$ cat config.mk
export PLATFORM = sky130hd
export DESIGN_NAME = pe_section_locator
export DESIGN_NICKNAME = d
export VERILOG_FILES = /design/src/rtl/pesl_pkg.sv /design/src/rtl/pe_section_locator.sv /design/src/rtl/pesl_front.sv /design/src/rtl/pesl_queue.sv /design/src/rtl/pesl_back.sv
export SDC_FILE = /design/constraint.sdc
export NUM_CORES = 1
export LEC_CHECK = 0
export BUFFER_PORTS_ARGS = -buffer_cell sky130_fd_sc_hd__buf_2
export CAP_MARGIN = 25
export CORE_ASPECT_RATIO = 1.5
export CORE_UTILIZATION = 52
export CTS_BUF_LIST = sky130_fd_sc_hd__clkbuf_2 sky130_fd_sc_hd__clkbuf_4 sky130_fd_sc_hd__clkbuf_8
export DETAILED_ROUTE_END_ITERATION = 10
export GPL_TIMING_DRIVEN = 0
export PLACE_DENSITY = 0.71
export SYNTH_ARGS = -nofsm -noshare
export SYNTH_HDL_FRONTEND = slang
export SYNTH_SLANG_ARGS = --single-unit
$ cat constraint.sdc
create_clock -name clk -period 11.8 [get_ports clk]
set_clock_uncertainty 0.05 [all_clocks]
set_input_delay 1.18 -clock clk [delete_from_list [all_inputs] [get_ports clk]]
set_output_delay 1.18 -clock clk [all_outputs]
set_load 0.05 [all_outputs]
$ cat src/rtl/pesl_pkg.sv
package pesl_pkg;

    localparam int NAME_SLOTS  = 4;
    localparam int ADDR_BITS   = 64;
    localparam int NAME_BYTES  = 8;
    localparam int NAME_W      = 8 * NAME_BYTES;
    localparam int SLOT_MASK_W = 4;
    localparam int CFG_IDX_W   = 3;
    localparam int ACTIVE_W    = 3;

    localparam logic [63:0] ADDR_MAX = {64{1'b1}} >> (64 - ADDR_BITS);

    localparam int Q_DEPTH    = 4;
    localparam int Q_PTR_W    = $clog2(Q_DEPTH);
    localparam int Q_CNT_W    = $clog2(Q_DEPTH + 1);
    localparam int OBUF_DEPTH = 2;
    localparam int OBUF_PTR_W = $clog2(OBUF_DEPTH);
    localparam int OBUF_CNT_W = $clog2(OBUF_DEPTH + 1);

    typedef enum logic [CFG_IDX_W-1:0] {
        REG_WANTED_0,
        REG_WANTED_1,
        REG_WANTED_2,
        REG_WANTED_3,
        REG_NAMES_IN_USE,
        REG_LOAD_BASE
    } cfg_reg_t;

    typedef struct packed {
        logic [NAME_W-1:0] entry_name;
        logic [31:0]       region_size;
        logic [31:0]       region_vaddr;
        logic [31:0]       raw_offset;
        logic              last_entry;
    } in_item_t;

    typedef struct packed {
        logic [SLOT_MASK_W-1:0] slot_mask;
        logic [31:0]            found_size;
        logic [31:0]            found_file_offset;
        logic [31:0]            found_memory_offset;
    } out_item_t;

    typedef struct packed {
        logic [NAME_SLOTS-1:0][NAME_W-1:0] wanted_name;
        logic [ACTIVE_W-1:0]               names_in_use;
        logic [63:0]                       load_base;
    } cfg_t;

    // classified entry handed from front to back
    typedef struct packed {
        logic [NAME_SLOTS-1:0] cand;
        logic                  last;
        logic [31:0]           size;
        logic [31:0]           vaddr;
        logic [31:0]           raw;
    } class_t;

    // bytes agree up to and including the first zero byte, or in all bytes
    function automatic logic names_match(input logic [NAME_W-1:0] x,
                                         input logic [NAME_W-1:0] y);
        logic ok;
        logic done;
        ok   = 1'b1;
        done = 1'b0;
        for (int i = 0; i < NAME_BYTES; i++) begin
            if (!done) begin
                if (x[8*i +: 8] != y[8*i +: 8]) begin
                    ok   = 1'b0;
                    done = 1'b1;
                end
                else if (x[8*i +: 8] == 8'd0) begin
                    done = 1'b1;
                end
            end
        end
        return ok;
    endfunction

endpackage

$ cat src/rtl/pe_section_locator.sv
// Section table lookup: one section entry request is taken per clock while
// full is low, and at most one result request comes out per entry that fills
// at least one still-open wanted slot. The front compares the entry name with
// all wanted names and runs the overflow checks in the accept cycle; a
// 4-deep queue then feeds the back, which updates the per-slot found flags
// and writes results into a 2-deep result buffer. Sustained rate is one entry
// per cycle while the result buffer has room, set by the found-flag update in
// the back; an entry is registered in the queue and its result in the result
// buffer before the result shows. Configuration writes are taken every cycle
// (cfg_ready is always high) and must only happen while no entry is in flight.
module pe_section_locator (
    input  logic                                 clk,
    input  logic                                 rst_n,
    input  logic                                 push,
    output logic                                 full,
    input  pesl_pkg::in_item_t                   entry,
    output logic                                 empty,
    input  logic                                 pop,
    output pesl_pkg::out_item_t                  result,
    input  logic                                 cfg_valid,
    output logic                                 cfg_ready,
    input  logic [pesl_pkg::CFG_IDX_W-1:0]       cfg_index,
    input  logic [63:0]                          cfg_data
);
    import pesl_pkg::*;

    logic [NAME_SLOTS-1:0][NAME_W-1:0] wanted_reg;
    logic [NAME_SLOTS-1:0][NAME_W-1:0] wanted_next;
    logic [ACTIVE_W-1:0]               in_use_reg;
    logic [ACTIVE_W-1:0]               in_use_next;
    logic [63:0]                       base_reg;
    logic [63:0]                       base_next;
    logic                              cfg_wr;
    cfg_t                              cfg;
    class_t                            cls;
    class_t                            q_data;
    logic                              q_empty;
    logic                              q_pop;

    assign cfg_ready = 1'b1;
    assign cfg_wr    = cfg_valid && cfg_ready;

    always_comb
    begin
        wanted_next = wanted_reg;
        in_use_next = in_use_reg;
        base_next   = base_reg;
        if (cfg_wr) begin
            case (cfg_index)
                REG_WANTED_0:     wanted_next[0] = cfg_data;
                REG_WANTED_1:     wanted_next[1] = cfg_data;
                REG_WANTED_2:     wanted_next[2] = cfg_data;
                REG_WANTED_3:     wanted_next[3] = cfg_data;
                REG_NAMES_IN_USE: in_use_next    = cfg_data[ACTIVE_W-1:0];
                REG_LOAD_BASE:    base_next      = cfg_data;
                default:          base_next      = base_reg;
            endcase
        end
        cfg.wanted_name  = wanted_reg;
        cfg.names_in_use = in_use_reg;
        cfg.load_base    = base_reg;
    end

    always_ff @(posedge clk or negedge rst_n)
    begin
        if (!rst_n) begin
            wanted_reg <= '0;
            in_use_reg <= '0;
            base_reg   <= '0;
        end
        else begin
            wanted_reg <= wanted_next;
            in_use_reg <= in_use_next;
            base_reg   <= base_next;
        end
    end

    pesl_front u_front (
        .entry (entry),
        .cfg   (cfg),
        .cls   (cls)
    );

    pesl_queue u_queue (
        .clk     (clk),
        .rst_n   (rst_n),
        .wr      (push),
        .wr_data (cls),
        .full    (full),
        .rd      (q_pop),
        .rd_data (q_data),
        .empty   (q_empty)
    );

    pesl_back u_back (
        .clk     (clk),
        .rst_n   (rst_n),
        .q_empty (q_empty),
        .q_data  (q_data),
        .q_pop   (q_pop),
        .empty   (empty),
        .pop     (pop),
        .result  (result)
    );

endmodule

$ cat src/rtl/pesl_front.sv
module pesl_front (
    input  pesl_pkg::in_item_t entry,
    input  pesl_pkg::cfg_t     cfg,
    output pesl_pkg::class_t   cls
);
    import pesl_pkg::*;

    logic [63:0]         size64;
    logic [63:0]         vaddr64;
    logic [63:0]         raw64;
    logic [63:0]         lim_raw;
    logic [63:0]         lim_va;
    logic [63:0]         lim_base;
    logic                entry_ok;
    logic [ACTIVE_W-1:0] active;

    always_comb
    begin
        size64   = 64'(entry.region_size);
        vaddr64  = 64'(entry.region_vaddr);
        raw64    = 64'(entry.raw_offset);
        lim_raw  = ADDR_MAX - raw64;
        lim_va   = ADDR_MAX - vaddr64;
        lim_base = lim_va - cfg.load_base;
        entry_ok = (size64 <= lim_raw) && (size64 <= lim_va);
        // base check only when a load base is set; underflow of lim_base is
        // masked by the first compare
        if (cfg.load_base != 64'd0) begin
            if ((cfg.load_base > lim_va) || (vaddr64 > lim_base))
            begin
                entry_ok = 1'b0;
            end
        end

        if (cfg.names_in_use > ACTIVE_W'(NAME_SLOTS))
        begin
            active = ACTIVE_W'(NAME_SLOTS);
        end
        else
        begin
            active = cfg.names_in_use;
        end

        for (int k = 0; k < NAME_SLOTS; k++) begin
            cls.cand[k] = entry_ok && (ACTIVE_W'(k) < active) &&
                          names_match(entry.entry_name, cfg.wanted_name[k]);
        end
        cls.last  = entry.last_entry;
        cls.size  = entry.region_size;
        cls.vaddr = entry.region_vaddr;
        cls.raw   = entry.raw_offset;
    end

endmodule

$ cat src/rtl/pesl_queue.sv
module pesl_queue (
    input  logic             clk,
    input  logic             rst_n,
    input  logic             wr,
    input  pesl_pkg::class_t wr_data,
    output logic             full,
    input  logic             rd,
    output pesl_pkg::class_t rd_data,
    output logic             empty
);
    import pesl_pkg::*;

    class_t             mem_reg [Q_DEPTH];
    logic [Q_PTR_W-1:0] wr_ptr_reg;
    logic [Q_PTR_W-1:0] wr_ptr_next;
    logic [Q_PTR_W-1:0] rd_ptr_reg;
    logic [Q_PTR_W-1:0] rd_ptr_next;
    logic [Q_CNT_W-1:0] count_reg;
    logic [Q_CNT_W-1:0] count_next;
    logic               do_wr;
    logic               do_rd;

    assign full    = (count_reg == Q_CNT_W'(Q_DEPTH));
    assign empty   = (count_reg == '0);
    assign rd_data = mem_reg[rd_ptr_reg];
    assign do_wr   = wr && !full;
    assign do_rd   = rd && !empty;

    always_comb
    begin
        wr_ptr_next = wr_ptr_reg;
        rd_ptr_next = rd_ptr_reg;
        count_next  = count_reg;
        if (do_wr) begin
            wr_ptr_next = (wr_ptr_reg == Q_PTR_W'(Q_DEPTH - 1)) ? '0 : wr_ptr_reg + 1'b1;
        end
        if (do_rd) begin
            rd_ptr_next = (rd_ptr_reg == Q_PTR_W'(Q_DEPTH - 1)) ? '0 : rd_ptr_reg + 1'b1;
        end
        if (do_wr && !do_rd) begin
            count_next = count_reg + 1'b1;
        end
        else if (!do_wr && do_rd) begin
            count_next = count_reg - 1'b1;
        end
    end

    always_ff @(posedge clk or negedge rst_n)
    begin
        if (!rst_n) begin
            wr_ptr_reg <= '0;
            rd_ptr_reg <= '0;
            count_reg  <= '0;
        end
        else begin
            wr_ptr_reg <= wr_ptr_next;
            rd_ptr_reg <= rd_ptr_next;
            count_reg  <= count_next;
        end
    end

    always_ff @(posedge clk)
    begin
        if (do_wr) begin
            mem_reg[wr_ptr_reg] <= wr_data;
        end
    end

`ifndef SYNTHESIS
    a_count_range: assert property (@(posedge clk) disable iff (!rst_n)
        count_reg <= Q_CNT_W'(Q_DEPTH))
        else $error("queue count out of range");
    a_count_up: assert property (@(posedge clk) disable iff (!rst_n)
        (do_wr && !do_rd) |=> (count_reg == $past(count_reg) + 1'b1))
        else $error("queue count did not advance on write");
    a_ptrs_empty: assert property (@(posedge clk) disable iff (!rst_n)
        (count_reg == '0) |-> (wr_ptr_reg == rd_ptr_reg))
        else $error("queue pointers differ while empty");
`endif

endmodule

$ cat src/rtl/pesl_back.sv
module pesl_back (
    input  logic                clk,
    input  logic                rst_n,
    input  logic                q_empty,
    input  pesl_pkg::class_t    q_data,
    output logic                q_pop,
    output logic                empty,
    input  logic                pop,
    output pesl_pkg::out_item_t result
);
    import pesl_pkg::*;

    logic [NAME_SLOTS-1:0] found_reg;
    logic [NAME_SLOTS-1:0] found_next;
    logic [NAME_SLOTS-1:0] mask;
    logic                  res_push;
    logic                  res_pop;
    logic                  has_space;
    out_item_t             res_item;

    out_item_t             obuf_reg [OBUF_DEPTH];
    logic [OBUF_PTR_W-1:0] owr_ptr_reg;
    logic [OBUF_PTR_W-1:0] owr_ptr_next;
    logic [OBUF_PTR_W-1:0] ord_ptr_reg;
    logic [OBUF_PTR_W-1:0] ord_ptr_next;
    logic [OBUF_CNT_W-1:0] ocnt_reg;
    logic [OBUF_CNT_W-1:0] ocnt_next;

    assign empty     = (ocnt_reg == '0);
    assign result    = obuf_reg[ord_ptr_reg];
    assign res_pop   = pop && !empty;
    assign has_space = (ocnt_reg != OBUF_CNT_W'(OBUF_DEPTH)) || res_pop;
    assign q_pop     = !q_empty && has_space;
    assign mask      = q_data.cand & ~found_reg;
    assign res_push  = q_pop && (mask != '0);

    always_comb
    begin
        res_item.slot_mask           = SLOT_MASK_W'(mask);
        res_item.found_size          = q_data.size;
        res_item.found_file_offset   = q_data.raw;
        res_item.found_memory_offset = q_data.vaddr;

        found_next = found_reg;
        if (q_pop) begin
            found_next = q_data.last ? '0 : (found_reg | mask);
        end

        owr_ptr_next = owr_ptr_reg;
        ord_ptr_next = ord_ptr_reg;
        ocnt_next    = ocnt_reg;
        if (res_push) begin
            owr_ptr_next = (owr_ptr_reg == OBUF_PTR_W'(OBUF_DEPTH - 1)) ? '0
                         : owr_ptr_reg + 1'b1;
        end
        if (res_pop) begin
            ord_ptr_next = (ord_ptr_reg == OBUF_PTR_W'(OBUF_DEPTH - 1)) ? '0
                         : ord_ptr_reg + 1'b1;
        end
        if (res_push && !res_pop) begin
            ocnt_next = ocnt_reg + 1'b1;
        end
        else if (!res_push && res_pop) begin
            ocnt_next = ocnt_reg - 1'b1;
        end
    end

    always_ff @(posedge clk or negedge rst_n)
    begin
        if (!rst_n) begin
            found_reg   <= '0;
            owr_ptr_reg <= '0;
            ord_ptr_reg <= '0;
            ocnt_reg    <= '0;
        end
        else begin
            found_reg   <= found_next;
            owr_ptr_reg <= owr_ptr_next;
            ord_ptr_reg <= ord_ptr_next;
            ocnt_reg    <= ocnt_next;
        end
    end

    always_ff @(posedge clk)
    begin
        if (res_push) begin
            obuf_reg[owr_ptr_reg] <= res_item;
        end
    end

`ifndef SYNTHESIS
    a_last_clears: assert property (@(posedge clk) disable iff (!rst_n)
        (q_pop && q_data.last) |=> (found_reg == '0))
        else $error("found flags not cleared after last entry");
    a_flags_grow: assert property (@(posedge clk) disable iff (!rst_n)
        (q_pop && !q_data.last) |=> ((found_reg & $past(found_reg)) == $past(found_reg)))
        else $error("found flag dropped inside a table");
    a_mask_set: assert property (@(posedge clk) disable iff (!rst_n)
        !empty |-> (result.slot_mask != '0))
        else $error("result with empty slot mask");
    a_obuf_range: assert property (@(posedge clk) disable iff (!rst_n)
        ocnt_reg <= OBUF_CNT_W'(OBUF_DEPTH))
        else $error("result buffer count out of range");
`endif

endmodule

==> summary.txt <==
Via count: 23900
Core area: 78800 um^2
Hold-fix buffers, CTS: 0
Critical Path AT: 6.76 ns
Post-Syn Area: 41600 um^2
Die Ht: 348 um
Largest net degree at the start of global routing: 124
Commonest cells in the netlist: edfxtp_1, mux2_2, dfrtp_1
Cell mode on critical path: a21oi_1
DRT Pass-1 Iters: 5
Final cell count without fillers: 4225
Setup WS post-layout: 5.45 ns
Syn nets: 2940
Die ar.: 81100 um^2
Dominant cells by area after synthesis: edfxtp_1, dfrtp_1, mux2_2
Slew Viols, Final: 0
Post-synthesis register bit count: 942
Worst Hold Class: input port to asynchronous set/reset pin
Critical path capture point type: flip-flop
Max Fclk: 158 MHz
Mapped Cells: 2634
Area Growth Syn to Fin: 14.7%
Crit Path Class: input port to flip-flop
Unrepaired setup endpoints after global routing: false
Final non-filler cell area: 47700 um^2
PostCTS Resize Cnt: 0
Final period util: 53.8%
Seq/Total Area, Yosys: 64.0%
Final hold vios: 0
Synth Flop Type: edfxtp_1
Mean Syn Cell Area: 15.8 um^2
Max incr delay on CP: 0.51 ns
Synth top area share: 43.6%
Crit path launch type: input port
Pwr/cell area: 256 nW/um^2
CTS tree: yes
Vias in the first global route: 25900
Slew margin rel.: 37.3%
Delay-heaviest family, CP: compound AO/OA/AOI/OAI gates
Die width: 233 um
Critical Path, Cell by Cell: buf_2, inv_1, ha_1, buf_2, a21oi_1, o21bai_1, nor2_1, a21oi_1, a41oi_2, o21bai_1, a221oi_1, xor2_1, ha_1, nand3_1, nor3_1, and3_1, a2111o_1, nor4_2, o211ai_1, nor4_2, o2111ai_1, nor4_4, a21oi_1
First-pass GRT wire length: 149000 um
Tot Pwr: 12.2 mW
Pre-CTS WS: 4.68 ns
Count leader, synth: edfxtp_1
Final setup fails: 0
Setup Buffers After CTS: 0
Layout cell share with drive strength beyond 1: 34.9%
Synth cell types: 80
Global Route Usage Sum: 24.5%
Synth warn: 0
Maxcap violations: 0
Worst hold margin: 0.364 ns
Crit path time final: 6.35 ns
Via density per instance: 5.66
TritonCTS buffer count: 142
CP Data Required Time: 12.21 ns
# rows: 126
Filler cells: 5927
Number of flip-flops in the largest register: 404
H-tree depth: 4
Critical path's slowest cell: o21bai_1
Drt initial violations: 1184
Root Driver: clkbuf_8
Placed cells: 3956
Routed WL: 97900 um
Initial antenna violation count: 28
Nets: 3384
Io pins: 336
DP Area: 44600 um^2
Post-synth EDFFs: 604
LEAKAGE: 17.9 nW
DRC: 0
Starting Density: 52.7%
Worst vdd ir: 0.000266 V
IO Port Bufs: 278
Reg clk slew, reported paths: 0.06 ns
WP buf/inv: 3
Synth area leader: edfxtp_1
GP Congestion: 0.899
Setup_tns: 0 ns
Worst-skew pair later-pin latency: 0.81 ns
Status: finished clean
CTS Buffer Depth: 3
Worst-Margin Slew: 0.941 ns
R2r startpoint: base_reg[14]
Worst-path fanout max: 8
Asr flop ratio synth: 35.9%
Remaining Overflow, GRT: 0
Post-layout util: 60.5%
Worst setup path startpoint: entry[47]
WL/cell: 23.2 um
HPWL after DPL: 71500 um
Final ANT Viol Nets: 0
Sink Count: 942
final cells by class:
cell class	instances	area [um^2]	share of cell area, %
repair buffers	300	1770	3.71
clock buffers	205	2550	5.35
diodes	13	32.5	0.0682
multi-input cells	1472	14100	29.6
flip-flops and latches	942	26600	55.8
inverters	83	312	0.654
plain buffers	137	542	1.14
clock inverters	49	463	0.971
well taps	1024	1280	2.69
cell families after synthesis:
group                      Yosys count  share of synthesized area, %
muxes                              533                          17.2
xor gates and xnor gates           302                          6.36
buffers and inverters              220                          2.05
adders and majority gates           73                          2.23
AOI/OAI and AO/OA                  198                          3.33
other                                1                       0.00902
and+or+nand+nor                    365                          4.86
DFF                                942                          64.0
metal layers:
layer  wire, um  share of wire [%]  vias up  global-route usage (%)
li1           -                  -    10800                       -
met1      36800                 38    12100                    28.1
met2      50900                 52      706                    43.3
met3       5920                6.1      238                    5.50
met4       4030                4.1       28                    11.5
met5        178               0.18        -                       0
worst paths after layout:
path / endpoint / slack [ns] / cells past startpoint
worst max-delay path: u_queue.mem_reg[3][97] / 5.45 / 23
worst min-delay path: cfg[238] / 0.36 / 1
worst max register to register: u_queue.mem_reg[3][97] / 5.67 / 22
worst min register to register: u_queue.count_reg[2] / 0.45 / 1
max in group asynchronous: u_back.found_reg[2] / 10.18 / 2
min in group clk: u_queue.count_reg[2] / 0.45 / 1
placed cells by master (no fill, tap or decap), types with 9 or more instances in the layout:
cell type / instances
nor4_1: 46
or4_1: 9
buf_1: 14
clkinv_1: 11
xor2_1: 137
buf_6: 12
o21ai_0: 30
edfxtp_1: 604
diode_2: 13
xnor2_1: 165
a21oi_1: 60
nor2_1: 52
inv_1: 83
clkinv_2: 17
ha_1: 71
mux4_2: 101
clkbuf_8: 162
clkbuf_1: 110
clkbuf_4: 43
nand3_1: 36
buf_2: 288
nor2b_1: 13
nand4_1: 65
mux2_2: 424
a31oi_1: 11
o31ai_1: 10
a211oi_1: 10
nor3_1: 20
dfrtp_1: 338
o21a_1: 9
a21o_1: 10
nand2_1: 69
power by group:
part	internal (mW)	total, mW	switching, mW
Combinational	1.53	4.30	2.77
Clock	1.54	2.80	1.27
Sequential	4.74	5.11	0.361
Total	7.81	12.2	4.39
(Power assumes the default switching activity.)
